[config.mk]
export PLATFORM = sky130hd
export DESIGN_NAME = sbr_lap_mod
export DESIGN_NICKNAME = d
export VERILOG_FILES = /design/src/rtl/assert_macros.svh /design/src/rtl/sbr_pkg.sv /design/src/rtl/sbr_lap_mod.sv
export SDC_FILE = /design/constraint.sdc
export NUM_CORES = 1
export LEC_CHECK = 0
export BUFFER_PORTS_ARGS = -buffer_cell sky130_fd_sc_hd__buf_2
export CORE_ASPECT_RATIO = 0.75
export CORE_UTILIZATION = 60
export DETAILED_ROUTE_END_ITERATION = 8
export GPL_ROUTABILITY_DRIVEN = 0
export PLACE_DENSITY = 0.89
export SYNTH_ARGS = -nofsm -noshare
export SYNTH_HDL_FRONTEND = slang
export SYNTH_SLANG_ARGS = --single-unit
export TNS_END_PERCENT = 10
[constraint.sdc]
create_clock -name clk -period 5.5 [get_ports clk]
set_clock_uncertainty 0.2 [all_clocks]
set_input_delay 1.1 -clock clk [delete_from_list [all_inputs] [get_ports clk]]
set_output_delay 1.1 -clock clk [all_outputs]
set_load 0.02 [all_outputs]
[src/rtl/assert_macros.svh]
// Assertion helpers for the ring buffer core.
`ifndef ASSERT_MACROS_SVH
`define ASSERT_MACROS_SVH

// Same-cycle implication.
`define SBR_ASSERT_IMP(label, clk, rst, ante, cons, msg) \
  label: assert property (@(posedge clk) disable iff (rst) (ante) |-> (cons)) \
    else $error(msg);

// Next-cycle implication.
`define SBR_ASSERT_NXT(label, clk, rst, ante, cons, msg) \
  label: assert property (@(posedge clk) disable iff (rst) (ante) |=> (cons)) \
    else $error(msg);

`endif

[src/rtl/sbr_pkg.sv]
package sbr_pkg;

  localparam int DEPTH = 4096;
  localparam int AW    = $clog2(DEPTH);
  localparam int CW    = AW + 1;

  localparam logic [7:0] CR_BYTE = 8'h0D;

  localparam logic [1:0] CMD_ADD    = 2'd0;
  localparam logic [1:0] CMD_REMOVE = 2'd1;
  localparam logic [1:0] CMD_FIND   = 2'd2;
  localparam logic [1:0] CMD_READ   = 2'd3;

  typedef struct packed {
    logic [1:0]  cmd;
    logic [7:0]  data_byte;
    logic [12:0] line_number;
    logic [11:0] read_offset;
  } cmd_t;

  typedef struct packed {
    logic [7:0]  removed_byte;
    logic [11:0] line_start;
    logic [11:0] line_length;
    logic        is_last_line;
    logic [7:0]  stored_byte;
  } rsp_t;

  function automatic logic [AW-1:0] next_pos(input logic [AW-1:0] p);
    return (p == AW'(DEPTH - 1)) ? '0 : p + 1'b1;
  endfunction

  function automatic logic [AW-1:0] prev_pos(input logic [AW-1:0] p);
    return (p == '0) ? AW'(DEPTH - 1) : p - 1'b1;
  endfunction

endpackage

[src/rtl/sbr_lap_mod.sv]
// Lap reduction: n > k gives ((n - 1) mod k) + 1, else n; k == 0 gives 0.
// Restoring remainder, one dividend bit per cycle.
module sbr_lap_mod (
  input  logic                  clk,
  input  logic                  rst,
  input  logic                  start,
  input  logic [13:0]           n,
  input  logic [sbr_pkg::CW-1:0] k,
  output logic                  done,
  output logic [13:0]           result
);

  logic        active;
  logic [3:0]  cnt;
  logic [13:0] dividend;
  logic [13:0] rem;
  logic [13:0] divisor;
  logic [13:0] rem_sh;
  logic [13:0] rem_next;

  always_comb begin
    rem_sh   = {rem[12:0], dividend[13]};
    rem_next = (rem_sh >= divisor) ? rem_sh - divisor : rem_sh;
  end

  always_ff @(posedge clk) begin
    if (rst) begin
      active <= 1'b0;
      done   <= 1'b0;
      cnt    <= '0;
    end else begin
      done <= 1'b0;
      if (start) begin
        divisor <= 14'(k);
        if (k == '0) begin
          result <= '0;
          done   <= 1'b1;
        end else if (n <= 14'(k)) begin
          result <= n;
          done   <= 1'b1;
        end else begin
          dividend <= n - 14'd1;
          rem      <= '0;
          cnt      <= '0;
          active   <= 1'b1;
        end
      end else if (active) begin
        rem      <= rem_next;
        dividend <= {dividend[12:0], 1'b0};
        cnt      <= cnt + 4'd1;
        if (cnt == 4'd13) begin
          active <= 1'b0;
          done   <= 1'b1;
          result <= rem_next + 14'd1;
        end
      end
    end
  end

endmodule

## Yosys cells after proc, flatten, opt, wreduce, memory -nomap -nowiden

Cells that the tools add are included.
Widths: inputs -> output; s select.

| word-level totals | value |
|---|---|
| bits in latches | 0 |
| bits in read-only memories | 0 |
| output and inout port bits | 15 |
| memories | 0 |
| flip-flop bits (word level) | 60 |
| RAM bits | 0 |
| bits of input ports | 30 |

| operators by class | value |
|---|---|
| multipliers | 0 |
| div/mod/pow operators | 0 |
| muxes and demuxes | 28 |
| $add $sub $neg | 4 |
| reduce and logical (&&, ||, !) cells | 8 |
| equal/unequal tests | 4 |
| bitwise gates (word level) | 1 |
| shifts and indexed selects | 0 |
| $lt $le $gt $ge | 2 |

Operator list:

| kind | count |
|---|---|
| $mux 14 | 10 |
| $mux 13 | 4 |
| $mux 4 | 4 |
| $add 14x1->14 const B | 1 |
| $ge 14x13->1 | 1 |
| $le 14x13->1 | 1 |
| $sub 14x1->14 const B | 1 |
| $sub 14x13->14 | 1 |
| $logic_not 13->1 | 1 |
| $mux 1 | 10 |
| $reduce_and 4->1 | 2 |
| $add 4x1->4 const B | 1 |
| $eq 4x4->1 const B | 1 |
| $ne 2x2->1 const B | 2 |
| $reduce_and 2->1 | 2 |
| $reduce_bool 2->1 | 2 |
| $ne 3x1->1 const B | 1 |
| $reduce_and 3->1 | 1 |
| $not 1->1 | 1 |

## Longest topological paths before layout

| depth | value |
|---|---|
| depth in word-level cells | 6 |
| gate-level depth with buffers | 17 |
| mapped depth without buffers | 15 |

## Worst setup path after synthesis

No wires, ideal clock.

| timing path | value |
|---|---|
| path type | in2reg |
| from | input port k[7] (netlist name) |
| to | register result[0], enable pin |
| slack | 971 ps |
| data arrival time | 3,921 ps |
| path buffers | 0 |
| cell stages on the path | 10 |
| path through | inv_1 -> ha_1 -> a21o_1 -> a21o_1 -> a21o_1 -> a21oi_1 -> nor2_1 -> a2111oi_0 -> a21oi_1 -> o31ai_1 |

| on the way | value |
|---|---|
| cells in the longest elaborated chain, start to end | 3 |
| elaborated cells on any way between the ends | 4 |
| classes of those cells | order compare (1); eq/ne (1); reduce/logical (2) |

Ends and longest elaborated chain:

| what | RTL line | text |
|---|---|---|
| start, declared | sbr_lap_mod.sv:8 | `input logic [sbr_pkg::CW-1:0] k,` |
| $le 14x13->1 or $logic_not 13->1 (tied branches) | sbr_lap_mod.sv:38, sbr_lap_mod.sv:35 |  |
| $ne 3x1->1 (no source line) * | n/a |  |
| $reduce_and 4->1 (no source line) * | n/a |  |
| end signal, assigned | sbr_lap_mod.sv:39 | `result <= n;` |
| end signal, assigned | sbr_lap_mod.sv:54 | `result <= rem_next + 14'd1;` |
| end, declared | sbr_lap_mod.sv:10 | `output logic [13:0] result` |

Every way passes the cells marked *; elsewhere a longest branch is shown, timed or not.
A chain may end at the register's enable or synchronous reset.

## Worst setup path in the final report

| timing path | value |
|---|---|
| from | register dividend[13] |
| to | register result[10] (data pin) |

| on the way | value |
|---|---|
| cells in the longest elaborated chain, start to end | 6 |
| elaborated cells on any way between the ends | 7 |
| classes of those cells | add/sub (2); order compare (1); mux (4) |

Ends and longest elaborated chain:

| what | RTL line | text |
|---|---|---|
| start, declared | sbr_lap_mod.sv:15 | `logic [13:0] dividend;` |
| start signal, assigned | sbr_lap_mod.sv:42 | `dividend <= n - 14'd1;` |
| start signal, assigned | sbr_lap_mod.sv:49 | `dividend <= {dividend[12:0], 1'b0};` |
| $sub 14x13->14 or $ge 14x13->1 (tied branches) | sbr_lap_mod.sv:23 | `rem_next = (rem_sh >= divisor) ? rem_sh - divisor : rem_sh;` |
| $mux 14 * | sbr_lap_mod.sv:23 |  |
| via rem_next[0] | sbr_lap_mod.sv:19 | `logic [13:0] rem_next;` |
| $add 14x1->14 * | sbr_lap_mod.sv:54 |  |
| $mux 14 * | sbr_lap_mod.sv:51 | `if (cnt == 4'd13) begin` |
| $mux 14 * | sbr_lap_mod.sv:47 | `end else if (active) begin` |
| $mux 14 * | sbr_lap_mod.sv:33 | `if (start) begin` |

Mark *: on every way through the listed nets, which the timed path passes. The rest lies on a longest branch. The select of a mux whose other input is x is not followed.

==> out/summary.txt <==
final setup fails: 0
DR vias: 3792
worst slew pin tran: 972 ps
gr ovfl total: 0
setup slack, reg-to-reg: 1180 ps
share of cells above drive strength 1: 0.166
Die ar.: 7590 um^2
Max clock buf depth: 2
Wirelength per Cell: 18.9 um
Buf/Inv on CP: 4
number of hold buffers added after cts: 0
Setup Buffers After CTS: 0
largest net degree at the start of global routing: 58
initial antenna violation count: 0
CTS tree: built
critical path arrival: 4190 ps
Worst path most repeated cell: inv_1
pwr dens: 279 nW/um^2
reg2reg start: dividend[13]$_DFFE_PP_
chip width: 100 um
die height: 75.7 um
commonest non-fill, non-tap cells in the layout: 54 x edfxtp_1, 45 x nor2_1, 44 x buf_2, 35 x nand2_1, 33 x inv_1
async set-reset flop share out of synthesis: 0
top cell type's share of synthesized area: 0.373
via/cell ratio: 6.41
post-synth top area cell: edfxtp_1
n_diodes: 0
Worst-Skew Late Latency: 350 ps
clock sink count: 60
Post-synth EDFFs: 54
Avg Cell Area, Syn: 9.66 um^2
Multi-input gate area: 2380 um^2
fmax: 0.232 GHz
I/O pin cnt: 45
number of global-route vias before repair: 3442
Slew headroom: 0.350
CP Class: reg -> reg
setup tns final: 0 ps
min Tclk post-route: 4320 ps
Mapped Cells: 450
1st-pass router iterations: 7
FF/Latch Area: 1740 um^2
fillcell total: 511
DRC: 0
root buf cell: clkbuf_8
Initial Utilization: 0.630
MaxCap Viol Count: 0
CP max FO: 13
Reg clk slew, reported paths: 70 ps
Final Hold Vio Count: 0
critical path's slowest cell: nand3_1
cell family with most CP delay: compound AO/OA/AOI/OAI gates
first-pass GRT wire length: 17100 um
IO buf count: 44
post-synthesis cell area: 4350 um^2
Synth Flop Type: edfxtp_1
WHS: 307 ps
Max IR drop VDD: 0.000178 V
Cell variety after synth: 74
critical-path cell list: inv_1 -> ha_1 -> inv_1 -> fa_1 -> a21oi_1 -> nor2_2 -> o311ai_4 -> nand3_1 -> buf_4 -> nor2_1 -> a21oi_1 -> ha_1 -> inv_1 -> a2111o_1 -> xnor2_1 -> o22ai_1
CP required: 5380 ps
hold path cells: 2
H-tree lvl count: 3
top post-synthesis cells by area: edfxtp_1 37%, ha_1 8.6%, nor2_1 3.9%, xnor2_1 3.6%, a21oi_1 3.3%
Final nets: 551
CTS buffer count: 9
detailed placement HPWL: 8250 um
area delta synth->final: 10.5%
reg2reg end: result[10]$_DFFE_PP_
YS warnings: 0
Post-CTS Resized: 0
Reg2Reg Depth: 16
crit path launch type: register
Total Wirelength: 11200 um
Seq cells post-synth: 60
All-Layer GR Usage: 0.304
Hold Path End: active$_SDFFE_PP0P_
num rows: 26
commonest non-fill, non-tap cell in the layout: edfxtp_1
RSZ-0062 raised after global routing: false
Final Slew Violations: 0
Worst Hold Launch: active$_SDFFE_PP0P_
DRT iter0 DRCs: 425
Setup crit end kind: register
CORE AREA: 6900 um^2
Leak: 1.95 nW
Seq/Total Area, Yosys: 0.401
outcome: finished, final reports clean
Synthesized Nets: 511
antenna-violating nets left: 0
Hold Path Class: reg -> reg
Final period util: 0.785
max incr delay on CP: 480 ps
## state kept, by name (all words and copies together), names as in the netlist
signal / cells
active: 1
cnt: 4
dividend: 14
divisor: 13
done: 1
rem: 13
result: 14
## metrics by stage
step | setup slack (ps) | utilization | power [mW] | cells | area (um^2)
global route | 995 | 0.697 | 1.39 | 592 | 4800
finish | 1180 | 0.697 | 1.34 | 592 | 4800
floorplan | 971 | - | 0.858 | 450 | 4350
CTS | 1340 | 0.697 | 1.33 | 592 | 4800
detailed placement | 1310 | 0.671 | 0.953 | 577 | 4620
global placement | 1430 | 0.671 | 0.936 | 577 | 4620
## cell families (layout without fill, tap and decap cells)
group | count (synthesis) | after routing | share of synthesized area
DFF | 60 | 60 | 0.401
muxes | 13 | 13 | 0.0302
xor gates and xnor gates | 28 | 28 | 0.0564
and+or+nand+nor | 164 | 164 | 0.196
buffers and inverters | 53 | 97 | 0.0544
adders and majority gates | 31 | 31 | 0.0909
AOI/OAI and AO/OA | 101 | 101 | 0.172
## synthesized netlist by cell type, types with 7 or more instances
cell type   n
nand4_1    10
o22ai_1     9
mux2i_1    12
xor2_1     10
a21oi_1    29
nand3_1    15
nand2_1    35
or3_1       7
edfxtp_1   54
nor3_1      8
o21ai_0     7
ha_1       30
nor2_1     45
inv_1      33
clkbuf_1    8
xnor2_1    18
nor4_1      7
## worst reg2reg max path: cells and delay by family, from the launching register on
| family | cells | cell delay (ps) |
|---|---|---|
| DFF | 1 | 430 |
| adders and majority gates | 3 | 840 |
| and+or+nand+nor | 3 | 770 |
| AOI/OAI and AO/OA | 5 | 980 |
| xor gates and xnor gates | 1 | 130 |
| buffers and inverters | 4 | 690 |
## worst max path at each step
| stage | from | slack (ps) | cells after the start | to |
|---|---|---|---|---|
| after detailed placement | n[7] | 1310 | 11 | result[1]$_DFFE_PP_ |
| after global routing | dividend[13]$_DFFE_PP_ | 1000 | 14 | result[10]$_DFFE_PP_ |
| after CTS | dividend[13]$_DFFE_PP_ | 1340 | 16 | result[10]$_DFFE_PP_ |
| after global placement | n[7] | 1430 | 11 | result[4]$_DFFE_PP_ |
| final | dividend[13]$_DFFE_PP_ | 1180 | 16 | result[10]$_DFFE_PP_ |
| after floorplan | k[7] | 970 | 10 | result[0]$_DFFE_PP_ |
## layout make-up
class | count | share of cell area
Tap cell | 98 | 0.0255
Inverter | 33 | 0.0258
Multi-Input combinational cell | 337 | 0.495
Sequential cell | 60 | 0.362
Timing Repair Buffer | 49 | 0.0536
Clock inverter | 6 | 0.0117
Clock buffer | 9 | 0.0258
## layer usage
| layer | share of wire | global-route usage | routed length (um) | up-vias |
|---|---|---|---|---|
| met1 | 0.42 | 0.399 | 4660 | 1763 |
| met2 | 0.44 | 0.469 | 4920 | 243 |
| li1 | - | - | - | 1750 |
| met4 | 0.022 | 0.116 | 243 | 0 |
| met3 | 0.12 | 0.106 | 1380 | 36 |
| met5 | 0 | 0 | 0 | - |
## report_power, final
group	internal [mW]	total [mW]	switching, mW
registers	0.536	0.551	0.0156
clock network	0.202	0.378	0.175
logic	0.154	0.410	0.256
total	0.892	1.34	0.447
No activity file was read; power rests on OpenSTA's default activity.
